<file path="config.mk">
export PLATFORM = sky130hd
export DESIGN_NAME = cgst_coord_div
export DESIGN_NICKNAME = d
export VERILOG_FILES = /design/src/rtl/core/cgst_pkg.sv /design/src/rtl/core/cgst_coord_div.sv
export SDC_FILE = /design/constraint.sdc
export NUM_CORES = 2
export LEC_CHECK = 0
export ABC_AREA = 1
export BUFFER_PORTS_ARGS = -buffer_cell sky130_fd_sc_hd__buf_4
export CAP_MARGIN = 30
export CELL_PAD_IN_SITES_DETAIL_PLACEMENT = 0
export CELL_PAD_IN_SITES_GLOBAL_PLACEMENT = 1
export CORE_ASPECT_RATIO = 1.1
export CORE_MARGIN = 5
export CORE_UTILIZATION = 30
export CTS_CLUSTER_DIAMETER = 80
export DETAILED_ROUTE_END_ITERATION = 6
export PLACE_DENSITY = 0.61
export SYNTH_ARGS = -nofsm -noshare
export SYNTH_HDL_FRONTEND = slang
export SYNTH_SLANG_ARGS = --single-unit
</file>
<file path="constraint.sdc">
create_clock -name clk_i -period 5 [get_ports clk_i]
set_input_delay 0.5 -clock clk_i [delete_from_list [all_inputs] [get_ports clk_i]]
set_output_delay 0.5 -clock clk_i [all_outputs]
set_load 0.01 [all_outputs]
</file>
<file path="src/rtl/core/cgst_pkg.sv">
package cgst_pkg;

  localparam int unsigned COORD_BITS_DEF = 12;
  localparam int unsigned FRAC_BITS_DEF  = 16;

  localparam int unsigned FACE_W = 3;
  localparam int unsigned SIZE_W = 13;
  localparam int unsigned RGB_W  = 24;
  localparam int unsigned CHAN_W = 8;
  localparam int unsigned DATA_W = 32;
  localparam int unsigned ADDR_W = 4;

  localparam logic [SIZE_W-1:0] CUBE_SIZE_RST   = 13'd256;
  localparam logic [RGB_W-1:0]  HORIZON_RGB_RST = 24'hB2CCE5;
  localparam logic [RGB_W-1:0]  ZENITH_RGB_RST  = 24'h3366CC;
  localparam logic [RGB_W-1:0]  NADIR_RGB_RST   = 24'h4C3F33;

  localparam logic [CHAN_W-1:0] ALPHA_VALUE = 8'hFF;

  localparam logic [FACE_W-1:0] FACE_POS_Y = 3'd2;
  localparam logic [FACE_W-1:0] FACE_NEG_Y = 3'd3;

  typedef enum logic [1:0] {
    REG_CUBE_SIZE = 2'd0,
    REG_HORIZON   = 2'd1,
    REG_ZENITH    = 2'd2,
    REG_NADIR     = 2'd3
  } reg_idx_e;

  typedef struct packed {
    logic [SIZE_W-1:0] cube_size;
    logic [RGB_W-1:0]  horizon_rgb;
    logic [RGB_W-1:0]  zenith_rgb;
    logic [RGB_W-1:0]  nadir_rgb;
  } cfg_t;

endpackage

</file>
<file path="src/rtl/core/cgst_coord_div.sv">
module cgst_coord_div #(
  parameter int unsigned COORD_BITS = cgst_pkg::COORD_BITS_DEF,
  parameter int unsigned FRAC_BITS  = cgst_pkg::FRAC_BITS_DEF
) (
  input  logic                            clk_i,
  input  logic                            rst_ni,
  input  logic                            en_i,
  input  logic                            valid_i,
  input  logic [cgst_pkg::FACE_W-1:0]     face_i,
  input  logic [COORD_BITS-1:0]           column_i,
  input  logic [COORD_BITS-1:0]           row_i,
  input  logic [cgst_pkg::SIZE_W-1:0]     size_i,
  output logic                            valid_o,
  output logic [cgst_pkg::FACE_W-1:0]     face_o,
  output logic [1:0][FRAC_BITS+1:0]      quo_o,
  output logic [1:0]                      sat_o
);

  localparam int unsigned AW = COORD_BITS + 1;
  localparam int unsigned SW = cgst_pkg::SIZE_W;
  localparam int unsigned RW = (AW > SW + 2) ? AW : SW + 2;
  localparam int unsigned QW = FRAC_BITS + 2;
  localparam int unsigned NS = QW;
  localparam int unsigned FW = cgst_pkg::FACE_W;

  logic [SW-1:0]      size_eff;
  logic [RW-1:0]      div1;
  logic [RW-1:0]      div2;
  logic [RW-1:0]      div3;
  logic [1:0][AW-1:0] a_d;

  assign size_eff = (size_i == '0) ? SW'(1) : size_i;
  assign div1     = RW'(size_eff);
  assign div2     = div1 << 1;
  assign div3     = div2 + div1;
  assign a_d[0]   = {column_i, 1'b1};
  assign a_d[1]   = {row_i, 1'b1};

  // operand stage
  logic               v0_q;
  logic [FW-1:0]      face0_q;
  logic [1:0]         sat0_q;
  logic [1:0][RW-1:0] rem0_q;

  always_ff @(posedge clk_i or negedge rst_ni) begin
    if (!rst_ni) begin
      v0_q <= 1'b0;
    end else if (en_i) begin
      v0_q <= valid_i;
    end
  end

  always_ff @(posedge clk_i) begin
    if (en_i) begin
      face0_q <= face_i;
      for (int l = 0; l < 2; l++) begin
        rem0_q[l] <= RW'(a_d[l]);
        sat0_q[l] <= (RW'(a_d[l]) >= div3);
      end
    end
  end

  // restoring division, one quotient bit per stage
  logic               vs_q    [NS];
  logic [FW-1:0]      face_s_q[NS];
  logic [1:0]         sat_s_q [NS];
  logic [1:0][RW-1:0] rem_s_q [NS-1];
  logic [1:0][QW-1:0] quo_s_q [NS];

  for (genvar k = 0; k < NS; k++) begin : g_step
    logic               v_in;
    logic [FW-1:0]      face_in;
    logic [1:0]         sat_in;
    logic [1:0][RW-1:0] rem_in;
    logic [1:0][QW-1:0] quo_in;
    logic [1:0][RW-1:0] trial;
    logic [1:0][RW-1:0] rem_d;
    logic [1:0][QW-1:0] quo_d;
    logic [RW-1:0]      div;

    if (k == 0) begin : g_first
      assign v_in    = v0_q;
      assign face_in = face0_q;
      assign sat_in  = sat0_q;
      assign rem_in  = rem0_q;
      assign quo_in  = '0;
    end else begin : g_next
      assign v_in    = vs_q[k-1];
      assign face_in = face_s_q[k-1];
      assign sat_in  = sat_s_q[k-1];
      assign rem_in  = rem_s_q[k-1];
      assign quo_in  = quo_s_q[k-1];
    end

    assign div = (k == 0) ? div2 : div1;

    always_comb begin
      for (int l = 0; l < 2; l++) begin
        trial[l] = (k < 2) ? rem_in[l] : (rem_in[l] << 1);
        if (trial[l] >= div) begin
          rem_d[l] = trial[l] - div;
          quo_d[l] = {quo_in[l][QW-2:0], 1'b1};
        end else begin
          rem_d[l] = trial[l];
          quo_d[l] = {quo_in[l][QW-2:0], 1'b0};
        end
      end
    end

    always_ff @(posedge clk_i or negedge rst_ni) begin
      if (!rst_ni) begin
        vs_q[k] <= 1'b0;
      end else if (en_i) begin
        vs_q[k] <= v_in;
      end
    end

    always_ff @(posedge clk_i) begin
      if (en_i) begin
        face_s_q[k] <= face_in;
        sat_s_q[k]  <= sat_in;
        quo_s_q[k]  <= quo_d;
      end
    end

    if (k < NS - 1) begin : g_rem
      always_ff @(posedge clk_i) begin
        if (en_i) begin
          rem_s_q[k] <= rem_d;
        end
      end
    end
  end

  assign valid_o = vs_q[NS-1];
  assign face_o  = face_s_q[NS-1];
  assign quo_o   = quo_s_q[NS-1];
  assign sat_o   = sat_s_q[NS-1];

endmodule

</file>
### Word-level counts from Yosys, hierarchy flattened

Memory sizes are Yosys's and may differ from the RTL's.
Index checks and enable logic that the tools add are counted.

| storage, ports and cells | value |
|---|---|
| flip-flop bits (word level) | 48 |
| RAM bits | 1248 |
| input port bits | 44 |
| logic and storage cells | 174 |
| memories kept | 4 |

Memory list:

| memory | words | width | rd ports | clocked after memory_dff | wr ports | RTL line | text |
|---|---|---|---|---|---|---|---|
| quo_s_q | 18 | 36 | 18 | 0 | 18 | cgst_coord_div.sv:68 | `logic [1:0][QW-1:0] quo_s_q [NS];` |
| rem_s_q | 17 | 30 | 17 | 0 | 17 | cgst_coord_div.sv:67 | `logic [1:0][RW-1:0] rem_s_q [NS-1];` |
| face_s_q | 18 | 3 | 18 | 0 | 18 | cgst_coord_div.sv:65 | `logic [FW-1:0] face_s_q[NS];` |
| sat_s_q | 18 | 2 | 18 | 0 | 18 | cgst_coord_div.sv:66 | `logic [1:0] sat_s_q [NS];` |

| cells by class | value |
|---|---|
| add/sub/neg operators | 35 |
| $lt $le $gt $ge | 38 |
| multiplexer cells | 73 |
| reduce and logical (&&, ||, !) cells | 1 |

Operator list:

| operator | number |
|---|---|
| $ge A15 B13 Y1 | 34 |
| $mux W15 | 34 |
| $sub A15 B13 Y15 | 32 |
| $mux W1 | 38 |
| $ge A13 B15 Y1 | 2 |
| $sub A13 B14 Y15 | 2 |
| $ge A13 B14 Y1 | 2 |
| $add A14 B13 Y15 | 1 |
| $logic_not A13 Y1 | 1 |
| $mux W13 | 1 |

### Longest topological paths before layout

| logic depth | value |
|---|---|
| word-level depth | 4 |
| gate-level depth with buffers | 25 |
| depth with buffers taken out | 24 |

### Least setup slack after synthesis

OpenSTA, ideal clock, no wires.

| timing | value |
|---|---|
| path kind | input-to-reg |
| from | in size_i[12] (netlist bit) |
| to | mem rem_s_q[0][190] (netlist bit) (data pin) |
| library setup time | 0.253 ns |
| data arrival time | 5.380 ns |
| required time | 4.747 ns |
| path slack | -0.633 ns |
| stages | 18 |
| buffers on the path | 4 |
| cells stage by stage | inv_2 > nand4_2 > nor2_2 > nor2_2 > buf_4 > buf_6 > buf_2 > buf_1 > fa_1 > inv_1 > o21ai_0 > inv_1 > nor2_1 > nor2_1 > o21ai_0 > xor2_1 > nand2_1 > nand2_1 |

RTL lines:

| element | RTL line | text |
|---|---|---|
| from (decl) | cgst_coord_div.sv:12 | `input logic [cgst_pkg::SIZE_W-1:0] size_i,` |
| to (decl) | cgst_coord_div.sv:67 |  |

==> reports/results.tsv <==
metric	value	unit
reg2reg_depth	9	
clk_latency	750	ps
drt_iter0_markers	2524	
grt_pass1_wl	248	mm
slew_viol_final	0	
gp_congestion	0.870	
critPathMaxFanout	14	
cts_tree	yes	
cts-resized-gates	0	
grt_max_degree	140	
fin_crit	3820	ps
routed_wl	157	mm
power.density	595	nW/um^2
syn2layout_area_growth	14.1	%
swShare	40.3	%
die_height	474	um
dpl-instance-area	62700	sq um
max_freq	0.262	GHz
max_slew_margin	38.7	%
start_kind	primary input	
mostFrequentLayoutCells	nand2_1, edfxtp_1, nand3_1	
ys.flop_type	edfxtp_1	
fin_util	34.4	%
tns	0	ps
mappedNetlistArea	58700	sq um
fp.coreArea	195000	sq um
drc	2	
start_util	30.1	%
internal-power	23800	uW
rows	170	
antennaDiodeCount	0	
dieWidth	432	um
fin_crit_sh	76.4	%
antenna_found_initial	0	
avgSynthCellArea	9.47	sq um
cts_max_level	3	
clk_path_buf_depth	3	
grt_overflow	0	
wl_per_cell	17.3	um
grt_use_total	15.2	%
final_hold_viol_count	0	
vias	43700	
cp-end-kind	register	
multi_input_area	27900	sq um
reg2reg_slack	2060	ps
cp.arrival	4420	ps
power_frac_clock	21.9	%
nets	6972	
die_area	205000	sq um
fin_worst_skew	30.0	ps
hpwlAfterDp	113	mm
violations	DRC	
port_buffers	85	
p_sw	16100	uW
yosysWarningCount	0	
yosysSeqAreaShare	48.8	%
holdWs	167	ps
viasPerCell	4.82	
final_common_cell	nand2_1	
cts-buffers-inserted	113	
synth_edf_count	937	
synth_seq_cells	956	
io_pins	86	
power	39900	uW
seq_power_share	34.2	%
setup_viol	0	
fillCellCount	20000	
required	5590	ps
drtAntennaViolNets	0	
clockRootBuffer	clkbuf_16	
status	finished, violations left	
ys_types	54	
seqCellArea	28600	sq um
pwr-share-comb	43.9	%
syn_inst	6199	
path_class	in2reg	
final_layout_size_suffix_gt1_share	7.07	%
rsz0062_at_grt	no	
hp-class	in2async	
postCtsSetupRepairBufs	0	
tightest_slew	919	ps
synthArstFlopShare	1.99	%
clk_pin_slew_worst_paths	60	ps
stdcell_area	67000	sq um
drv_cap	0	
cts_sinks	956	
max-vdd-ir-drop	0.336	mV
leakage	0.0289	uW
r2r-end	rem_s_q[0][31]$_DFFE_PP_	
grt_pass1_vias	44100	
r2r-start	rem_s_q[0][1]$_DFFE_PP_	
dr.pass1.iters	7	
## cell families (layout without fill, tap and decap cells)
family	count (synthesis)	count (layout)	share of synthesized area, %
adders and majority gates	534	534	11.8
xor gates and xnor gates	328	328	4.90
buffers and inverters	487	780	3.63
DFF	956	956	48.8
other	1	2	0.00639
muxes	1	1	0.0192
AOI/OAI and AO/OA	919	919	9.08
and+or+nand+nor	2973	2973	21.8
## power by group through the flow
stage               clock [uW]  combinational (uW)  sequential (uW)
floorplan                    0               13500            13000
global placement             0               17400            13900
detailed placement           0               17500            13800
CTS                       9090               17600            13700
global route              9400               20100            13800
finish                    8730               17500            13600
## registers in the layout, indices dropped and copies added (netlist names)
| register | count |
|---|---|
| g_step.v_in | 18 |
| valid_o | 1 |
| sat_s_q | 36 |
| quo_s_q | 342 |
| g_step.rem_in | 24 |
| rem_s_q | 476 |
| face0_q | 3 |
| face_s_q | 54 |
| g_step.sat_in | 2 |
## through the flow
step / setup slack [ps] / instances
after floorplan: 470 / 6200
after global placement: 451 / 8830
after detailed placement: 436 / 8830
after CTS: 1270 / 9073
after global routing: 891 / 9073
final: 1180 / 9073
## cells in the mapped netlist (27+ instances only)
library cell	instances	area share, %
nand2_1	1765	11
o21bai_1	34	0.43
buf_4	30	0.38
nand3b_1	56	0.72
xnor2_1	53	0.79
clkbuf_1	50	0.32
fa_1	35	1.2
nor3_1	40	0.34
nand4_1	85	0.91
nor2_1	359	2.3
edfxtp_1	937	48
a21o_1	71	0.91
o21ai_0	220	1.9
a21oi_1	459	3.9
nand2_2	27	0.29
xor2_1	275	4.1
nand3_1	577	4.9
inv_1	355	2.3
ha_1	499	11
## how the worst max path moves through the flow
stage / startpoint / endpoint / slack [ps] / depth (start not counted)
detailed placement: size_i[6] / rem_s_q[0][135]$_SDFFCE_PP0P_ / 440 / 18
global placement: size_i[4] / rem_s_q[0][75]$_SDFFCE_PP0P_ / 450 / 17
floorplan: size_i[12] / rem_s_q[1][210]$_SDFFCE_PP0P_ / 470 / 14
CTS: size_i[6] / rem_s_q[0][148]$_DFFE_PP_ / 1270 / 18
finish: size_i[11] / rem_s_q[0][148]$_DFFE_PP_ / 1180 / 18
global route: size_i[6] / rem_s_q[1][28]$_DFFE_PP_ / 890 / 18
## per-layer routing
metal,vias up,wire (um),track usage [%],part of all wire [%]
li1,22200,-,-,-
met1,20700,72700,20.0,46
met2,644,75400,26.2,48
met3,208,5100,1.83,3.2
met4,0,3860,4.34,2.5
met5,-,0,0,0
## critical path: stages
cell,delay (ps)
buf_4,110
inv_1,40
ha_1,190
nand4_2,90
nor2_2,80
nor2_1,580
inv_2,450
buf_12,290
ha_1,380
a21oi_1,110
o21ai_0,280
a21o_1,200
nand2_1,90
nand2_1,100
nand3_2,220
nand2_1,440
inv_1,120
nor2_1,120
## layout make-up
type | count | share of cell area (%)
Tap cell | 2580 | 4.82
Inverter | 361 | 2.03
Timing Repair Buffer | 205 | 2.77
Clock inverter | 77 | 1.38
Clock buffer | 137 | 4.53
Sequential cell | 956 | 42.7
Multi-Input combinational cell | 4757 | 41.7
## what timing repair did
action | 4_1_cts | 5_1_grt
hold buffers | 29 | 0
endpoints found under the hold margin | 47 | 0
endpoints found under the setup margin | 0 | 0
Note: power is estimated with default switching activity, not from simulation.
