### src/rtl/core/cgst_pkg.sv
package cgst_pkg;

  localparam int unsigned COORD_BITS_DEF = 12;
  localparam int unsigned FRAC_BITS_DEF  = 16;

  localparam int unsigned FACE_W = 3;
  localparam int unsigned SIZE_W = 13;
  localparam int unsigned RGB_W  = 24;
  localparam int unsigned CHAN_W = 8;
  localparam int unsigned DATA_W = 32;
  localparam int unsigned ADDR_W = 4;

  localparam logic [SIZE_W-1:0] CUBE_SIZE_RST   = 13'd256;
  localparam logic [RGB_W-1:0]  HORIZON_RGB_RST = 24'hB2CCE5;
  localparam logic [RGB_W-1:0]  ZENITH_RGB_RST  = 24'h3366CC;
  localparam logic [RGB_W-1:0]  NADIR_RGB_RST   = 24'h4C3F33;

  localparam logic [CHAN_W-1:0] ALPHA_VALUE = 8'hFF;

  localparam logic [FACE_W-1:0] FACE_POS_Y = 3'd2;
  localparam logic [FACE_W-1:0] FACE_NEG_Y = 3'd3;

  typedef enum logic [1:0] {
    REG_CUBE_SIZE = 2'd0,
    REG_HORIZON   = 2'd1,
    REG_ZENITH    = 2'd2,
    REG_NADIR     = 2'd3
  } reg_idx_e;

  typedef struct packed {
    logic [SIZE_W-1:0] cube_size;
    logic [RGB_W-1:0]  horizon_rgb;
    logic [RGB_W-1:0]  zenith_rgb;
    logic [RGB_W-1:0]  nadir_rgb;
  } cfg_t;

endpackage

### src/rtl/core/cgst_weight.sv
module cgst_weight #(
  parameter int unsigned FRAC_BITS = cgst_pkg::FRAC_BITS_DEF
) (
  input  logic                          clk_i,
  input  logic                          rst_ni,
  input  logic                          en_i,
  input  logic                          valid_i,
  input  logic [cgst_pkg::FACE_W-1:0]   face_i,
  input  logic [1:0][FRAC_BITS+1:0]    quo_i,
  input  logic [1:0]                    sat_i,
  output logic                          valid_o,
  output logic                          up_o,
  output logic [FRAC_BITS:0]            t_o
);

  localparam int unsigned QW  = FRAC_BITS + 2;
  localparam int unsigned MW  = FRAC_BITS + 1;
  localparam int unsigned SQW = 2 * MW;
  localparam int unsigned DW  = 2 * FRAC_BITS + 4;
  localparam int unsigned RW  = DW + 1;
  localparam int unsigned NT  = FRAC_BITS + 1;
  localparam int unsigned TW  = FRAC_BITS + 1;

  localparam logic [QW-1:0] ONE    = QW'(1) << FRAC_BITS;
  localparam logic [DW-1:0] ONE_SQ = DW'(1) << (2 * FRAC_BITS);

  // magnitude stage
  logic [1:0][MW-1:0] mag_d;
  logic               up_d;
  logic               pole_d;

  always_comb begin
    for (int l = 0; l < 2; l++) begin
      if (sat_i[l]) begin
        mag_d[l] = {MW{1'b1}};
      end else if (quo_i[l] >= ONE) begin
        mag_d[l] = MW'(quo_i[l] - ONE);
      end else begin
        mag_d[l] = MW'(ONE - quo_i[l]);
      end
    end
    pole_d = (face_i == cgst_pkg::FACE_POS_Y) || (face_i == cgst_pkg::FACE_NEG_Y);
    if (face_i == cgst_pkg::FACE_POS_Y) begin
      up_d = 1'b1;
    end else if (face_i == cgst_pkg::FACE_NEG_Y) begin
      up_d = 1'b0;
    end else begin
      up_d = !sat_i[1] && (quo_i[1] <= ONE);
    end
  end

  logic               v1_q, up1_q, pole1_q;
  logic [1:0][MW-1:0] mag1_q;
  logic               v2_q, up2_q, pole2_q;
  logic [1:0][SQW-1:0] sq2_q;
  logic               v3_q, up3_q;
  logic [DW-1:0]      den3_q;
  logic [RW-1:0]      rem3_q;

  always_ff @(posedge clk_i or negedge rst_ni) begin
    if (!rst_ni) begin
      v1_q <= 1'b0;
      v2_q <= 1'b0;
      v3_q <= 1'b0;
    end else if (en_i) begin
      v1_q <= valid_i;
      v2_q <= v1_q;
      v3_q <= v2_q;
    end
  end

  always_ff @(posedge clk_i) begin
    if (en_i) begin
      mag1_q  <= mag_d;
      up1_q   <= up_d;
      pole1_q <= pole_d;
      for (int l = 0; l < 2; l++) begin
        sq2_q[l] <= mag1_q[l] * mag1_q[l];
      end
      up2_q   <= up1_q;
      pole2_q <= pole1_q;
      den3_q  <= DW'(sq2_q[0]) + DW'(sq2_q[1]) + ONE_SQ;
      rem3_q  <= pole2_q ? RW'(ONE_SQ) : RW'(sq2_q[1]);
      up3_q   <= up2_q;
    end
  end

  // restoring division of the squared vertical part (one on +Y/-Y) by the squared length
  logic          vr_q  [NT];
  logic          upr_q [NT];
  logic [TW-1:0] tr_q  [NT];
  logic [DW-1:0] denr_q[NT-1];
  logic [RW-1:0] remr_q[NT-1];

  for (genvar k = 0; k < NT; k++) begin : g_step
    logic          v_in;
    logic          up_in;
    logic [TW-1:0] t_in;
    logic [DW-1:0] den_in;
    logic [RW-1:0] rem_in;
    logic [RW-1:0] rem_d;
    logic [TW-1:0] t_d;
    logic          ge;

    if (k == 0) begin : g_first
      assign v_in   = v3_q;
      assign up_in  = up3_q;
      assign t_in   = '0;
      assign den_in = den3_q;
      assign rem_in = rem3_q;
    end else begin : g_next
      assign v_in   = vr_q[k-1];
      assign up_in  = upr_q[k-1];
      assign t_in   = tr_q[k-1];
      assign den_in = denr_q[k-1];
      assign rem_in = remr_q[k-1];
    end

    assign ge    = (rem_in >= RW'(den_in));
    assign rem_d = (ge ? (rem_in - RW'(den_in)) : rem_in) << 1;
    assign t_d   = {t_in[TW-2:0], ge};

    always_ff @(posedge clk_i or negedge rst_ni) begin
      if (!rst_ni) begin
        vr_q[k] <= 1'b0;
      end else if (en_i) begin
        vr_q[k] <= v_in;
      end
    end

    always_ff @(posedge clk_i) begin
      if (en_i) begin
        upr_q[k] <= up_in;
        tr_q[k]  <= t_d;
      end
    end

    if (k < NT - 1) begin : g_rem
      always_ff @(posedge clk_i) begin
        if (en_i) begin
          denr_q[k] <= den_in;
          remr_q[k] <= rem_d;
        end
      end
    end
  end

  assign valid_o = vr_q[NT-1];
  assign up_o    = upr_q[NT-1];
  assign t_o     = tr_q[NT-1];

endmodule

### config.mk
export PLATFORM = sky130hd
export DESIGN_NAME = cgst_weight
export DESIGN_NICKNAME = d
export VERILOG_FILES = /design/src/rtl/core/cgst_pkg.sv /design/src/rtl/core/cgst_weight.sv
export SDC_FILE = /design/constraint.sdc
export NUM_CORES = 2
export LEC_CHECK = 0
export BUFFER_PORTS_ARGS = -buffer_cell sky130_fd_sc_hd__clkbuf_2
export CAP_MARGIN = 15
export CORE_MARGIN = 4
export CORE_UTILIZATION = 40
export DETAILED_ROUTE_END_ITERATION = 10
export SYNTH_ARGS = -nofsm -noshare
export SYNTH_HDL_FRONTEND = slang
export SYNTH_SLANG_ARGS = --single-unit
export TNS_END_PERCENT = 1
### constraint.sdc
create_clock -name clk_i -period 19.1 [get_ports clk_i]
set_clock_uncertainty 0.2 [all_clocks]
set_input_delay 3.82 -clock clk_i [delete_from_list [all_inputs] [get_ports clk_i]]
set_output_delay 3.82 -clock clk_i [all_outputs]
set_load 0.005 [all_outputs]
# Word-level counts from Yosys, hierarchy flattened

Memories as Yosys holds them, arrays and structs flattened.
Index checks and enable logic that the tools add are counted.

Bits in latches: 0
Output and inout port bits: 19
Bits in registers: 197
Memory bits (writable): 1,458
Word-level logic and storage cells: 105
Input bits: 45
Memory bits (read-only): 0
Memories: 4

Memories:

| memory | depth | width | read ports | clocked after Yosys merged registers in | write ports | line              | RTL |
|---|---|---|---|---|---|---|---|
| denr_q | 16    | 36    | 16         | 0                                       | 16          | cgst_weight.sv:92 | `logic [DW-1:0] denr_q[NT-1];` |
| remr_q | 16    | 36    | 16         | 0                                       | 16          | cgst_weight.sv:93 | `logic [RW-1:0] remr_q[NT-1];` |
| tr_q   | 17    | 17    | 17         | 0                                       | 17          | cgst_weight.sv:91 | `logic [TW-1:0] tr_q [NT];` |
| upr_q  | 17    | 1     | 17         | 0                                       | 17          | cgst_weight.sv:90 | `logic upr_q [NT];` |

Equality and inequality tests: 2
Bitwise gates (word level): 0
Mux-type cells: 21
Shifts and indexed selects: 0
Multiply operators: 2
Div/mod/pow operators: 0
Reductions and logical operators: 3
Add/sub/neg operators: 22
Magnitude comparators: 20

Operators with widths:

| operator               | count |
|---|---|
| $ge 37x36->1           | 16 |
| $mux 36                | 16 |
| $sub 36x36->36         | 15 |
| $mul 17x17->34         | 2 |
| $add 35x33->36 const B | 1 |
| $ge 18x17->1 const B   | 2 |
| $ge 34x36->1           | 1 |
| $sub 34x36->36         | 1 |
| $add 34x34->35         | 1 |
| $mux 17                | 2 |
| $sub 17x17->17 const A | 2 |
| $sub 17x17->17 const B | 2 |
| $le 18x17->1 const B   | 1 |
| $eq 3x2->1 const B     | 2 |
| $mux 1                 | 3 |
| $logic_and 1x1->1      | 1 |
| $logic_not 1->1        | 1 |
| $logic_or 1x1->1       | 1 |

# Logic depth before layout (Yosys ltp)

Depth in word-level cells: 3
Mapped depth: 25
Mapped depth without buffers: 25

# Worst setup path after synthesis

No wires, ideal clock.

Path type: register to register
Start: register mag1_q[2] in the netlist's numbering
End: register sq2_q[33] in the netlist's numbering, data pin
Path slack: 12.536 ns
Clock period less this slack: 6.564 ns
Data required time: 18.641 ns
Setup time: 0.259 ns
Arrival time: 6.104 ns
Path buffers: 1
Stages on the path, launching flop included: 25
Cells stage by stage: edfxtp_1 clkbuf_1 nand2_1 inv_1 fa_1 inv_1 fa_1 fa_1 inv_1 fa_1 fa_1 inv_1 fa_1 inv_1 ha_1 nand4_1 nor2_1 a21o_1 o41ai_1 a21oi_1 a211oi_1 o41ai_1 a21oi_1 a21oi_1 xnor2_1

Word-level cells in the longest chain between the ends: 1

RTL lines:

| what                            | line              | RTL |
|---|---|---|
| from (decl)                     | cgst_weight.sv:53 | `logic [1:0][MW-1:0] mag1_q;` |
| from (signal assigned)          | cgst_weight.sv:74 | `mag1_q <= mag_d;` |
| $mul 17x17->34                  | cgst_weight.sv:78 | `sq2_q[l] <= mag1_q[l] * mag1_q[l];` |
| to (signal, indexed assignment) | cgst_weight.sv:78 |  |
| to (decl)                       | cgst_weight.sv:55 | `logic [1:0][SQW-1:0] sq2_q;` |

No other way between the ends.
A chain may end at the register's enable or synchronous reset.

# Worst setup path after layout

Ends and elaborated chain as after synthesis.

==> metrics.txt <==
# TYPE chip_impl_metric gauge
chip_impl_info{name="run_status",value="completed"} 1
chip_impl_metric{name="avgRoutedWirePerCell",unit="µm"} 17.67
chip_impl_metric{name="cts_htree_levels",unit=""} 4
chip_impl_metric{name="io_pins",unit=""} 64
chip_impl_metric{name="global_route.usage.met1",unit="%"} 18.25
chip_impl_metric{name="timing.critical_path.buf_inv",unit=""} 5
chip_impl_metric{name="layout.nets",unit=""} 10990
chip_impl_metric{name="critical-path-max-stage-delay",unit="ps"} 910
chip_impl_metric{name="synth_enable_flop_cells",unit=""} 1496
chip_impl_metric{name="synth-seq-area-share",unit="%"} 44.17
chip_impl_metric{name="cts_post_setup_buffers_inserted",unit=""} 0
chip_impl_metric{name="clkLatencyLatePin",unit="ps"} 840
chip_impl_metric{name="dieHeight",unit="µm"} 515.1
chip_impl_metric{name="die_area",unit="µm²"} 265300
chip_impl_metric{name="grt_first_pass_wirelength",unit="µm"} 375600
chip_impl_info{name="timing.critical_path.mode_cell",value="fa_1"} 1
chip_impl_info{name="timing.hold.worst_endpoint",value="tr_q[0][90]"} 1
chip_impl_metric{name="relSlewSlack",unit="%"} 13.89
chip_impl_info{name="crit_family",value="adder cells"} 1
chip_impl_info{name="grt_setup_unrepaired",value="no"} 1
chip_impl_metric{name="final_layout_size_suffix_gt1_share",unit="%"} 6.400
chip_impl_metric{name="fillerInstances",unit=""} 23610
chip_impl_info{name="cts_tree",value="built"} 1
chip_impl_info{name="rr_startpoint",value="mag1_q[2]"} 1
chip_impl_metric{name="dp.final_hpwl",unit="µm"} 181900
chip_impl_metric{name="cts.reportedPaths.clkPinSlew",unit="ps"} 60
chip_impl_metric{name="detailedRoute.firstIterationViolations",unit=""} 4023
chip_impl_metric{name="max-clock-path-buffers",unit=""} 3
chip_impl_metric{name="final_min_period_over_clock_period",unit="%"} 38.93
chip_impl_metric{name="gr-usage-met2",unit="%"} 33.96
chip_impl_metric{name="ant_nets",unit=""} 0
chip_impl_metric{name="max-cap-violations",unit=""} 0
chip_impl_metric{name="layout_min_cycle_time",unit="ps"} 7436
chip_impl_info{name="critical_path.cell_chain",value="nand2_1 > inv_1 > fa_1 > inv_1 > fa_1 > fa_1 > inv_1 > fa_1 > fa_1 > inv_1 > fa_1 > inv_1 > ha_1 > nand4_1 > nor2_1 > a21o_1 > o41ai_1 > a21oi_1 > a211oi_1 > o41ai_1 > a21oi_1 > a21oi_1 > xnor2_1"} 1
chip_impl_metric{name="tritoncts.num_buffers",unit=""} 174
chip_impl_metric{name="maximum_number_of_pins_on_one_net_before_global_route_repair",unit=""} 202
chip_impl_metric{name="vias_in_the_first_global_route",unit=""} 72190
chip_impl_metric{name="area.growth.synth_to_final",unit="%"} 9.456
chip_impl_metric{name="yosys_register_bits",unit=""} 1516
chip_impl_metric{name="post_synth_inst_count",unit=""} 9569
chip_impl_info{name="crit_type",value="reg -> reg"} 1
chip_impl_metric{name="fp.dieW",unit="µm"} 515.1
chip_impl_metric{name="ys_async_sr_fraction",unit="%"} 1.319
chip_impl_metric{name="postCtsResizedCells",unit=""} 0
chip_impl_metric{name="report.final.setup_viol",unit=""} 0
chip_impl_metric{name="finalCoreUtilization",unit="%"} 44.13
chip_impl_metric{name="min_delay_path_depth",unit=""} 0
chip_impl_metric{name="grt_usage",unit="%"} 17.53
chip_impl_metric{name="holdBufCountCts",unit=""} 0
chip_impl_metric{name="port_buffers",unit=""} 63
chip_impl_info{name="grt_busiest_layer",value="met2"} 1
chip_impl_metric{name="synthesis.nets",unit=""} 10910
chip_impl_metric{name="synthDistinctLibCells",unit=""} 110
chip_impl_info{name="worstHoldPathType",value="reg -> reg"} 1
chip_impl_metric{name="initial_core_util",unit="%"} 40.32
chip_impl_info{name="clock_tree.root_cell",value="clkbuf_16"} 1
chip_impl_metric{name="grt_util_met3",unit="%"} 2.138
chip_impl_metric{name="floorplan.rows",unit=""} 185
chip_impl_metric{name="critical_path.max_fanout",unit=""} 18
chip_impl_metric{name="synthesis_warnings",unit=""} 0
chip_impl_metric{name="max_clock_freq",unit="MHz"} 134.5
chip_impl_metric{name="r2r_cells",unit=""} 23
chip_impl_info{name="startpoint_type_of_the_worst_setup_path",value="flop"} 1
chip_impl_metric{name="floorplan.core_area",unit="µm²"} 255100
chip_impl_metric{name="drt_first_pass_iters",unit=""} 7
chip_impl_info{name="rr_endpoint",value="sq2_q[33]"} 1
chip_impl_metric{name="synthesis.area",unit="µm²"} 102800
chip_impl_info{name="endpoint_kind",value="flop"} 1
chip_impl_metric{name="slew_at_the_pin_with_the_worst_max_slew_slack",unit="ps"} 1292
chip_impl_metric{name="vias",unit=""} 68920
chip_impl_metric{name="remaining_drc_errors",unit=""} 0
chip_impl_metric{name="gp_congestion",unit=""} 0.9043
chip_impl_metric{name="vias_per_cell",unit=""} 5.235
chip_impl_metric{name="setup_tns",unit="ps"} 0
chip_impl_info{name="hold_path.startpoint",value="tr_q[0][72]"} 1
chip_impl_metric{name="ff2ff_setup_slack",unit="ps"} 11660
chip_impl_metric{name="final_critical_path_setup_slack",unit="ps"} 11660
chip_impl_metric{name="avgSynthCellArea",unit="µm²"} 10.75
chip_impl_metric{name="report.final.slew_viol_count",unit=""} 0
chip_impl_metric{name="antenna_violations_before_repair",unit=""} 2
chip_impl_info{name="ys.flop_type",value="edfxtp_1"} 1
chip_impl_metric{name="place_ws",unit="ps"} 11200
chip_impl_metric{name="route.final.wire_length",unit="µm"} 232600
chip_impl_info{name="cell_with_the_biggest_individual_delay_on_the_critical_path",value="edfxtp_1"} 1
chip_impl_metric{name="clock-sinks",unit=""} 1516
chip_impl_metric{name="worst_ep_required_time",unit="ps"} 19480
chip_impl_metric{name="final_hold_viol_count",unit=""} 0
chip_impl_metric{name="worstPathArrival",unit="ps"} 7810
chip_impl_metric{name="grt_overflow_total",unit=""} 0
## metrics by stage
stage	cells	hold slack, ps	area [µm²]
3_5_place_dp	12840	204.5	106900
3_3_place_gp	12840	201.0	106900
4_1_cts	13160	198.5	112500
2_1_floorplan	9569	200.3	102800
5_1_grt	13160	200.6	112600
6_report	13160	204.5	112600
## registers in the layout (all words and copies together), names as in the netlist, 17 cells and up
register       flops
denr_q           576
g_step.rem_in     33
mag1_q            34
tr_q             153
sq2_q             66
g_step.v_in       17
upr_q             17
remr_q           576
den3_q            36
## cell type report
cell class              instances  area, µm²  share of cell area (%)
clock inverters               105       1080                  0.9592
inverters                    1363       5116                   4.545
flip-flops and latches       1516      45420                   40.35
clock buffers                 215       4551                   4.043
multi-input cells            6500      51520                   45.77
repair buffers                 98      663.1                  0.5891
well taps                    3366       4212                   3.741
diodes                          1      2.502                0.002223
## synth_stat cells, types with 122 or more instances
cell type	instances	area share [%]
edfxtp_1	1496	44
inv_1	1360	5.0
ha_1	896	11
a21oi_1	698	3.4
nand2_1	638	2.3
nor2_1	547	2.0
o21ai_0	476	2.3
fa_1	399	7.8
xnor2_1	368	3.1
a21o_1	323	2.4
xor2_1	219	1.9
mux2_2	169	1.9
and2_1	148	0.90
nor2b_1	141	0.86
nor3_1	128	0.62
clkbuf_1	127	0.46
nand2b_1	127	0.77
nand3_1	122	0.59
## logic make-up (layout without fill, tap and decap cells)
group	Yosys count	in the layout	synth area share, %
XOR/XNOR	587	587	4.999
AO/OA/AOI/OAI	2211	2211	13.78
flip-flops	1516	1516	44.17
multiplexers	199	199	2.156
other	1	2	0.003646
adder cells (fa/ha/maj)	1295	1295	18.67
AND/OR/NAND/NOR	2207	2207	10.43
buffers and inverters	1553	1781	5.803
## routing by layer
| metal | vias up | share of wire [%] | routed length, µm |
|---|---|---|---|
| met2 | 1340 | 54 | 125100 |
| li1 | 33910 | - | - |
| met5 | - | 0.0056 | 13 |
| met1 | 33080 | 38 | 87330 |
| met4 | 2 | 5.9 | 13650 |
| met3 | 579 | 2.8 | 6441 |
## worst max-delay path by stage
stage                     startpoint             to  slack (ps)  cells after the start
after floorplan            mag1_q[2]      sq2_q[33]       12540                     24
after global placement          en_i   tr_q[0][215]       11310                      5
after detailed placement        en_i  denr_q[1][41]       11200                      5
after CTS                  mag1_q[2]      sq2_q[33]       11630                     23
after global routing       mag1_q[2]      sq2_q[33]       11090                     23
final                      mag1_q[2]      sq2_q[33]       11660                     23
## cell usage in the layout, fill, tap and decap left out, types with 169 or more instances in the layout
cell / count
xnor2_1: 368
o21ai_0: 476
mux2_2: 169
ha_1: 896
fa_1: 399
xor2_1: 219
a21oi_1: 698
edfxtp_1: 1496
a21o_1: 323
clkbuf_16: 176
nand2_1: 637
inv_1: 1360
nor2_1: 546
Power is left out: the tool's default activity adds up to more than one toggle a clock period on the data nets, which glitch-free logic cannot reach.
