`config.mk`:
```
export PLATFORM = sky130hd
export DESIGN_NAME = cgst_blend
export DESIGN_NICKNAME = d
export VERILOG_FILES = /design/src/rtl/core/cgst_pkg.sv /design/src/rtl/core/cgst_blend.sv
export SDC_FILE = /design/constraint.sdc
export NUM_CORES = 1
export LEC_CHECK = 0
export ABC_AREA = 0
export BUFFER_PORTS_ARGS = -buffer_cell sky130_fd_sc_hd__buf_2
export CAP_MARGIN = 20
export CORE_MARGIN = 3
export CORE_UTILIZATION = 27
export CTS_CLUSTER_SIZE = 10
export DETAILED_ROUTE_END_ITERATION = 10
export REMOVE_ABC_BUFFERS = 1
export SLEW_MARGIN = 5
export SYNTH_ARGS = -nofsm -noshare
export SYNTH_HDL_FRONTEND = slang
export SYNTH_SLANG_ARGS = --single-unit
```
`constraint.sdc`:
```
create_clock -name clk_i -period 2 [get_ports clk_i]
set_input_delay 0.1 -clock clk_i [delete_from_list [all_inputs] [get_ports clk_i]]
set_output_delay 0.1 -clock clk_i [all_outputs]
set_load 0.1 [all_outputs]
```
`src/rtl/core/cgst_pkg.sv`:
```
package cgst_pkg;

  localparam int unsigned COORD_BITS_DEF = 12;
  localparam int unsigned FRAC_BITS_DEF  = 16;

  localparam int unsigned FACE_W = 3;
  localparam int unsigned SIZE_W = 13;
  localparam int unsigned RGB_W  = 24;
  localparam int unsigned CHAN_W = 8;
  localparam int unsigned DATA_W = 32;
  localparam int unsigned ADDR_W = 4;

  localparam logic [SIZE_W-1:0] CUBE_SIZE_RST   = 13'd256;
  localparam logic [RGB_W-1:0]  HORIZON_RGB_RST = 24'hB2CCE5;
  localparam logic [RGB_W-1:0]  ZENITH_RGB_RST  = 24'h3366CC;
  localparam logic [RGB_W-1:0]  NADIR_RGB_RST   = 24'h4C3F33;

  localparam logic [CHAN_W-1:0] ALPHA_VALUE = 8'hFF;

  localparam logic [FACE_W-1:0] FACE_POS_Y = 3'd2;
  localparam logic [FACE_W-1:0] FACE_NEG_Y = 3'd3;

  typedef enum logic [1:0] {
    REG_CUBE_SIZE = 2'd0,
    REG_HORIZON   = 2'd1,
    REG_ZENITH    = 2'd2,
    REG_NADIR     = 2'd3
  } reg_idx_e;

  typedef struct packed {
    logic [SIZE_W-1:0] cube_size;
    logic [RGB_W-1:0]  horizon_rgb;
    logic [RGB_W-1:0]  zenith_rgb;
    logic [RGB_W-1:0]  nadir_rgb;
  } cfg_t;

endpackage

```
`src/rtl/core/cgst_blend.sv`:
```
module cgst_blend #(
  parameter int unsigned FRAC_BITS = cgst_pkg::FRAC_BITS_DEF
) (
  input  logic                              clk_i,
  input  logic                              rst_ni,
  input  logic                              en_i,
  input  logic                              valid_i,
  input  logic                              up_i,
  input  logic [FRAC_BITS:0]                t_i,
  input  cgst_pkg::cfg_t                    cfg_i,
  output logic                              valid_o,
  output logic [2:0][cgst_pkg::CHAN_W-1:0]  chan_o
);

  localparam int unsigned CW = cgst_pkg::CHAN_W;
  localparam int unsigned PW = FRAC_BITS + 2 + CW + 1;

  logic [2:0][CW-1:0] hor;
  logic [2:0][CW-1:0] tgt;
  logic signed [FRAC_BITS+1:0] t_s;
  logic signed [2:0][CW:0]     diff;
  logic [2:0][PW-1:0]          prod_d;

  assign hor = cfg_i.horizon_rgb;
  assign tgt = up_i ? cfg_i.zenith_rgb : cfg_i.nadir_rgb;
  assign t_s = $signed({1'b0, t_i});

  always_comb begin
    for (int c = 0; c < 3; c++) begin
      diff[c]   = $signed({1'b0, tgt[c]}) - $signed({1'b0, hor[c]});
      prod_d[c] = PW'(t_s * $signed(diff[c]));
    end
  end

  logic               v1_q;
  logic [2:0][PW-1:0] prod1_q;
  logic               v2_q;
  logic [2:0][CW-1:0] chan2_q;
  logic [2:0][PW-1:0] acc;

  always_comb begin
    for (int c = 0; c < 3; c++) begin
      acc[c] = prod1_q[c] + (PW'(hor[c]) << FRAC_BITS);
    end
  end

  always_ff @(posedge clk_i or negedge rst_ni) begin
    if (!rst_ni) begin
      v1_q <= 1'b0;
      v2_q <= 1'b0;
    end else if (en_i) begin
      v1_q <= valid_i;
      v2_q <= v1_q;
    end
  end

  // the weight stays in [0, 1], so the sum never leaves one byte
  always_ff @(posedge clk_i) begin
    if (en_i) begin
      prod1_q <= prod_d;
      for (int c = 0; c < 3; c++) begin
        chan2_q[c] <= acc[c][FRAC_BITS+CW-1:FRAC_BITS];
      end
    end
  end

  assign valid_o = v2_q;
  assign chan_o  = chan2_q;

endmodule

```
# [Yosys cells after proc, flatten, opt, wreduce, memory -nomap -nowiden]
# Cells that the tools add are included.
# W data, S select, Z words.
[op_classes] n_addsub=6 n_mux=1 n_mul=3
[ops] operator="$add A24 B24 Y24" n=3
[ops] operator="$mul A18 B9 Y24" n=3
[ops] operator="$sub A8 B8 Y9" n=3
[ops] operator="$mux W24" n=1
[word_totals] regBits=98 elab_cells=18

# [Depth between registers and ports, before layout]
# Gate-level depths: netlist of run 1.
[depth] word_depth=3 mapped_depth=30

# [Worst setup path before layout of run 1]
# OpenSTA, ideal clock, no wires.
[synth_timing] path_kind="input -> register" from="in up_i" to="reg prod1_q[76] (netlist name) (data pin)" required_time_ps=1738 arrival_ps=6904 setup_slack_ps=-5166 path_buffers=3 setup_ps=262 path_stages=29 cell_sequence="clkbuf_1 -> buf_1 -> mux2i_1 -> inv_1 -> ha_1 -> a21o_1 -> a21oi_1 -> o21a_1 -> a21oi_1 -> xnor2_1 -> clkbuf_1 -> nand2b_1 -> fa_1 -> fa_1 -> inv_1 -> fa_1 -> fa_1 -> inv_1 -> fa_1 -> inv_1 -> ha_1 -> a211o_1 -> o211ai_1 -> a31oi_1 -> a221oi_2 -> nor2b_2 -> a311oi_4 -> o21bai_1 -> xor2_1"
[synth_rtl] item="from (decl)" line_no="cgst_blend.sv:8" source="input logic up_i,"
[synth_rtl] item="to (signal assigned)" line_no="cgst_blend.sv:60" source="prod1_q <= prod_d;"
[synth_rtl] item="to (decl)" line_no="cgst_blend.sv:36" source="logic [2:0][PW-1:0] prod1_q;"

==> results.cfg, run 1 <==
[logic_synthesis]
synth_flop_cell = edfxtp_1
synth-edff-count = 48
synth_adder_area_share_pct = 54.5
netlist_instances = 1666
syn_area_mm2 = 0.0165
yosysWarnings = 0
ys_ff_latch = 50
yosysSeqAreaShare_pct = 9.02
netlist-cell-type-count = 51
synth_top_family_by_area = adder cells
synth_xor_area_share_pct = 4.24
synth_area_leaders = fa_1 (39%), ha_1 (16%), edfxtp_1 (8.7%), and2_1 (7.1%), inv_1 (6.4%)
synth_top_area_share_pct = 38.9
syn_area_per_cell_um2 = 9.93
synthArstFlopShare_pct = 4.00
synth_compound_area_share_pct = 4.98
synth_largest_area_cell = fa_1
synthSimpleGateAreaFrac_pct = 17.5
synth_mux_area_share_pct = 1.91

[worst_setup_path]
timing.rr.start = prod1_q[17]
cp.arrival_ns = 6.45
worst_r2r_path_depth = 8
cp_max_fo = 5
critical_path_depth = 29
required_ns = 2.12
start_kind = input port
path_buf_inv = 9
path_class = in -> reg
critPathCaptureType = flip-flop
worstReg2RegEnd = chan_o[7]
critPathSlowestCell = fa_1
critical_path.endpoint = prod1_q[47]
cp-startpoint = up_i
r2r_slack_ns = 0.03
cp_common_cell = buf_4
cp_slowest_stage_delay_ns = 0.57
crit_family = adder cells

[clock_network]
cts_buffer_depth = 2
cts-htree-levels = 2
clkLatencyLatePin_ns = 0.36
cts_tree = built
cts_root_buffer = clkbuf_16
clk_pin_slew_ns = 0.11
clock_sinks = 50
numCtsBuffers = 5

[global_route]
grt_max_degree = 51
antenna_found_initial = 4
track_usage_pct = 14.8
grt_pass1_wl_um = 74500
gr-total-overflow = 0
grt_pass1_vias = 14300

[finish]
num-fill-cells = 5961
seq_area_mm2 = 0.00149
multi_input_area_mm2 = 0.0146
area_growth_pct = 28.4
layout.nets = 2649
antenna_cells = 0
drive_above_1_share_pct = 28.6

[sta]
worst_slack_ns = -4.33
rsz0062_at_grt = true
hold_viol = 0
tightestPinTransition_ns = 0.507
drv_slew = 0
layout_min_cycle_time_ns = 6.33
setup_violations = 24
setup_tns_ns = -97.86
finClkSkew_ns = 0.0213
max_freq_mhz = 158
max_slew_margin_pct = 66.4
post-route-period-util_pct = 316

[die]
io_pins = 132
die_x_um = 254
rows = 90
die_height_um = 254
core_region_area_mm2 = 0.0605
start_util_pct = 27.4
die_area_mm2 = 0.0643

[route]
routed_via_density = 4.50
wl_um = 46100
vias = 12600
post-route-drc-count = 0
drtIter0Drc = 445
wl_per_cell_um = 16.5
drtPass1Iterations = 7
antenna_left = 0

[status]
failed_checks = negative setup slack
run_status = finished, violations left

[placement]
place_congestion = 0.867
port_buffers = 118
hpwl_um = 38000

[job]
drv_cap = 0

[hold_path]
hold_class = in -> async
## worst min path at each step
stage / endpoint / startpoint / cells past startpoint
after detailed placement: v1_q / rst_ni / 1
after global placement: v1_q / rst_ni / 1
after CTS: v1_q / rst_ni / 2
after global routing: v1_q / rst_ni / 2
after floorplan: v1_q / rst_ni / 0
final: valid_o / rst_ni / 2
## metal layers
layer  wire, µm  vias to the layer above  global-route usage [%]  part of all wire (%)
li1           -                     5831                       -                     -
met1      19700                     6424                    18.5                    43
met2      23100                      249                    26.1                    50
met3       2120                       70                    2.69                   4.6
met4       1140                        8                    4.14                   2.5
met5         68                        -                       0                  0.15
## worst register-to-register path, cell delays in order, from the launching register on
cell and delay (ns):
edfxtp_1 0.46, ha_1 0.31, a21o_1 0.17, a21oi_2 0.15, o21bai_1 0.11, a21oi_2 0.18
o21bai_1 0.09, a21oi_1 0.16, xnor2_1 0.09
## layout by cell type, fill, tap and decap left out, types with 4 or more instances in the layout
cell and n:
a21oi_1 13, xor2_1 17, o21ai_2 5, inv_1 271, nor2_1 48, nor2b_1 41, o21bai_1 10, or2_2 11
clkbuf_16 5, xnor2_2 6, edfxtp_1 48, a21oi_2 27, inv_2 9, nand2b_1 105, nor2_4 5, mux2_2 17
fa_2 4, and2_1 187, buf_2 118, o21ai_0 7, mux2i_1 5, buf_8 4, nor2_2 5, xnor2_1 54
buf_12 8, nand2_2 4, a21o_1 20, fa_1 317, o21a_1 6, ha_1 182, buf_6 8, buf_4 264
ha_4 24, nand2_1 79
## kinds of logic (layout without fill, tap and decap cells)
kind of cell / Yosys count / count (layout)
AND/OR/NAND/NOR: 515 / 515
adder cells (fa/ha/maj): 528 / 528
multiplexers: 29 / 29
buffers and inverters: 346 / 695
AO/OA/AOI/OAI: 118 / 118
flip-flops: 50 / 50
XOR/XNOR: 80 / 80
## layout make-up
type,count,area share (%)
multi-input combinational,1270,68.8
timing repair buffer,406,13.9
sequential,50,7.02
inverter,281,4.98
tap,782,4.61
clock buffer,5,0.589
clock inverter,3,0.135
## timing repair
action / in CTS / in global routing
hold buffers: 2 / 0
setup buffers: 19 / 12
setup endpoints to repair: 26 / 30
cloned: 2 / 0
pin swaps: 51 / 75
endpoints found under the hold margin: 3 / 0
resized for setup: 85 / 96
## cells in the mapped netlist, drive strengths merged, types with 43 or more instances
master / number
nand2: 84
edfxtp: 48
fa: 321
clkbuf: 62
nand2b: 108
nor2b: 44
inv: 281
and2: 189
ha: 207
a21oi: 43
xnor2: 60
nor2: 58
## state kept, by name (all words and copies together) (netlist names)
name     cells
chan_o      24
prod1_q     24
v1_q         1
valid_o      1
## metrics by stage
step	hold slack [ns]	area, µm²	std cells	worst slack [ns]	util [%]
6_report	0.0600	21200	2797	-4.33	35.1
5_1_grt	0.0494	21200	2797	-4.58	35.1
4_1_cts	0.0377	20600	2786	-4.36	34.0
3_5_place_dp	-0.113	19900	2756	-5.02	32.8
3_3_place_gp	-0.116	19900	2756	-4.87	32.8
2_1_floorplan	-0.196	16300	1601	-4.53	-
Power of run 1 is not shown: default switching activity piles up to over one toggle a cycle in this logic, so the estimate is an artifact.
==> run 2: changes to the inputs <==
--- a/config.mk
+++ b/config.mk
@@ -10,8 +10,10 @@
 export CAP_MARGIN = 20
 export CORE_MARGIN = 3
 export CORE_UTILIZATION = 27
+export CTS_CLUSTER_DIAMETER = 200
 export CTS_CLUSTER_SIZE = 10
 export DETAILED_ROUTE_END_ITERATION = 10
+export PLACE_DENSITY = 0.52
 export REMOVE_ABC_BUFFERS = 1
 export SLEW_MARGIN = 5
 export SYNTH_ARGS = -nofsm -noshare
==> results.cfg, run 2 (synthesis results as in run 1) <==
[finish]
seq_area_mm2 = 0.00149
post-route-util_pct = 35.2
layout.nets = 2642
final_cell_mix = fa_1 (304), inv_1 (271), buf_4 (250)
final_common_cell = fa_1
num-fill-cells = 6038
stdcell_count = 2794
drive_above_1_share_pct = 29.6
multi_input_area_mm2 = 0.0147
area_growth_pct = 28.8

[worst_setup_path]
critPathSlowestCell = fa_1
required_ns = 2.11
start_kind = input port
cp_max_fo = 6
path_class = in -> reg
critPathCaptureType = flip-flop
cp.arrival_ns = 6.31
cp_slowest_stage_delay_ns = 0.54

[global_route]
gr-total-overflow = 0
track_usage_pct = 14.7
grt_max_degree = 24
antenna_found_initial = 8
grt_pass1_vias = 14000
grt_pass1_wl_um = 73700

[sta]
layout_min_cycle_time_ns = 6.21
setup_violations = 24
rsz0062_at_grt = true
worst_slack_ns = -4.21
max_freq_mhz = 161
post-route-period-util_pct = 310
tightestPinTransition_ns = 0.513
drv_slew = 0
max_slew_margin_pct = 65.8
finClkSkew_ns = 0.0153
hold_viol = 0

[job]
drv_cap = 0

[die]
start_util_pct = 27.4
die_area_mm2 = 0.0643
die_height_um = 254
rows = 90
io_pins = 132
die_x_um = 254
core_region_area_mm2 = 0.0605

[clock_network]
cts_root_buffer = clkbuf_16
clock_sinks = 50
cts-htree-levels = 2
cts_buffer_depth = 2
cts_tree = built
clk_pin_slew_ns = 0.09
clkLatencyLatePin_ns = 0.35
numCtsBuffers = 5

[placement]
dp.cells = 2752
hpwl_um = 38200
port_buffers = 118
place_congestion = 0.862

[route]
antenna_left = 0
wl_per_cell_um = 16.3
wl_um = 45700
routed_via_density = 4.42
post-route-drc-count = 0
drtIter0Drc = 339
drtPass1Iterations = 4
vias = 12400

[hold_path]
hold_class = in -> async

[status]
failed_checks = negative setup slack
run_status = finished, violations left
run 2: cell count changes in the layout (fill, tap and decap cells not counted), moves of 5 or more:
cell | previous run | this run
nor2b_1 | 41 | 36
fa_2 | 4 | 17
xnor2_1 | 54 | 48
buf_6 | 8 | 15
buf_4 | 264 | 250
xnor2_2 | 6 | 11
fa_1 | 317 | 304
run 2: critical path: cells and delay by family:
kind / cells / cell delay [ns]
compound gates: 9 / 1.90
xor+xnor: 2 / 0.24
fa+ha+maj: 7 / 2.89
buf+inv: 8 / 0.66
mux: 1 / 0.25
simple gates: 2 / 0.24
run 2: timing repair:
action | CTS | global route
endpoints found under the setup margin | 26 | 30
setup buffers | 18 | 16
gates resized for setup | 121 | 78
cloned | 0 | 0
hold buffers | 2 | 0
pin swaps | 74 | 72
endpoints found under the hold margin | 3 | 0
run 2: worst paths after layout:
path                        startpoint     endpoint  slack, ns  depth (start not counted)
setup / recovery                  up_i  prod1_q[76]      -4.21                         29
hold / removal                  rst_ni         v1_q       0.07                          2
setup reg to reg           prod1_q[70]   chan_o[22]       0.11                          9
hold reg to reg                   v1_q         v1_q       0.52                          1
max in group asynchronous       rst_ni      valid_o       1.84                          2
min in group clk_i           cfg_i[48]    chan_o[0]       0.18                          3
run 2: per-stage QoR:
step	cell area [µm²]	TNS (ns)	setup slack, ns	hold slack (ns)
global placement	19900	-110.02	-4.83	-0.115
floorplan	16300	-102.08	-4.53	-0.196
finish	21300	-95.52	-4.21	0.0666
detailed placement	19900	-111.98	-4.91	-0.114
global route	21300	-101.41	-4.45	0.0643
CTS	20800	-96.92	-4.25	0.0540
run 2: per-layer routing:
metal  track usage, %  wire length [µm]  vias to the layer above
li1                 -                 -                     5815
met1             18.6             19200                     6341
met2             26.3             23300                      157
met3             2.17              2260                       40
met4             3.51               856                        2
met5                0                12                        -
run 2: final cells by class:
cell class	count	area share, %
multi-input cells	1270	68.9
flip-flops and latches	50	7.00
inverters	281	4.95
clock buffers	5	0.587
repair buffers	399	13.8
clock inverters	3	0.135
diodes	4	0.0470
well taps	782	4.59
Power of run 2 is left out for the same reason.
==> run 3: changes to the inputs <==
--- a/config.mk
+++ b/config.mk
@@ -14,6 +14,7 @@
 export CTS_CLUSTER_SIZE = 10
 export DETAILED_ROUTE_END_ITERATION = 10
 export PLACE_DENSITY = 0.52
+export RECOVER_POWER = 50
 export REMOVE_ABC_BUFFERS = 1
 export SLEW_MARGIN = 5
 export SYNTH_ARGS = -nofsm -noshare
==> results.cfg, run 3 (synthesis results as in run 1) <==
[clock_network]
cts_buffer_depth = 2
clk_pin_slew_ns = 0.09
cts_tree = built
cts-htree-levels = 2
numCtsBuffers = 5
clock_sinks = 50
clkLatencyLatePin_ns = 0.35
cts_root_buffer = clkbuf_16

[worst_setup_path]
worstReg2RegEnd = chan_o[22]
cp_slowest_stage_delay_ns = 0.54
critPathCaptureType = flip-flop
critPathSlowestCell = fa_1
cp.arrival_ns = 6.33
path_buf_inv = 8
cp_max_fo = 6
crit_family = adder cells
timing.rr.start = prod1_q[70]
start_kind = input port
required_ns = 2.11
worst_r2r_path_depth = 9
path_class = in -> reg
r2r_slack_ns = 0.10

[route]
routed_via_density = 4.43
drtPass1Iterations = 4
drtIter0Drc = 336
post-route-drc-count = 0
antenna_left = 0
vias = 12400
wl_um = 45700
wl_per_cell_um = 16.4

[global_route]
grt_pass1_vias = 14000
gr-total-overflow = 0
track_usage_pct = 14.7
antenna_found_initial = 8
grt_pass1_wl_um = 73700
grt_max_degree = 24

[sta]
setup_violations = 24
max_slew_margin_pct = 22.4
finClkSkew_ns = 0.0157
layout_min_cycle_time_ns = 6.23
worst_slack_ns = -4.23
drv_slew = 0
hold_viol = 0
max_freq_mhz = 161
tightestPinTransition_ns = 1.16
rsz0062_at_grt = true
post-route-period-util_pct = 311

[job]
drv_cap = 0

[status]
failed_checks = negative setup slack
run_status = finished, violations left

[finish]
drive_above_1_share_pct = 29.4
post-route-util_pct = 35.2
layout.nets = 2642
stdcell_count = 2794
final_common_cell = fa_1
final_cell_mix = fa_1 (304), inv_1 (271), buf_4 (247)
area_growth_pct = 28.6

[die]
start_util_pct = 27.4
core_region_area_mm2 = 0.0605
die_area_mm2 = 0.0643
io_pins = 132
rows = 90
die_x_um = 254
die_height_um = 254

[hold_path]
hold_class = in -> async

[placement]
port_buffers = 118
hpwl_um = 38200
dp.cells = 2752
place_congestion = 0.862
post-place-ws_ns = -4.91
==> run 3: changes by cell type in the layout (fill, tap and decap cells not counted), sizes merged <==
cell	change
buf	-6
clkbuf	+6
==> run 3: worst reg2reg max path, cell delays in order, from the launching register on <==
cell	delay (ns)
edfxtp_1	0.39
ha_2	0.19
inv_1	0.06
fa_2	0.21
inv_1	0.06
a21oi_2	0.17
o21bai_1	0.11
a21o_1	0.18
a21oi_1	0.18
xnor2_1	0.11
==> run 3: stage by stage <==
step	setup TNS [ns]	hold slack, ns	area, µm²
global placement	-110.02	-0.115	19900
global route	-101.41	0.0705	21300
floorplan	-102.08	-0.196	16300
finish	-95.76	0.0655	21300
detailed placement	-111.98	-0.114	19900
CTS	-96.92	0.0540	20800
==> run 3: layer usage <==
layer	GRT usage (%)	vias to the layer above	routed length, µm	share of wire [%]
li1	-	5813	-	-
met1	18.6	6361	19400	42
met2	26.3	158	23300	51
met3	2.17	40	2110	4.6
met4	3.51	2	857	1.9
met5	0	-	12	0.026
==> run 3: timing repair <==
item | CTS | global route
hold endpoints to repair | 3 | 0
gates resized for setup | 121 | 78
endpoints found under the setup margin | 26 | 30
setup buffers | 18 | 16
pin swaps | 74 | 72
hold buffers | 2 | 0
==> run 3: area by class of cell <==
class / instances / area [µm²]
antenna: 4 / 10.0
clock buffer: 5 / 125
clock inverter: 3 / 28.8
fill: 6043 / 39200
inverter: 281 / 1050
multi-input combinational: 1270 / 14700
sequential: 50 / 1490
tap: 782 / 978
timing repair buffer: 399 / 2920
==> run 3: worst max-delay path by stage <==
stage	slack [ns]	end	startpoint	cells past startpoint
6_report	-4.23	prod1_q[76]	up_i	29
5_1_grt	-4.45	prod1_q[76]	up_i	29
4_1_cts	-4.25	prod1_q[76]	up_i	28
3_5_place_dp	-4.91	prod1_q[50]	up_i	28
3_3_place_gp	-4.83	prod1_q[76]	up_i	27
2_1_floorplan	-4.53	prod1_q[50]	up_i	25
Power of run 3 is left out for the same reason.
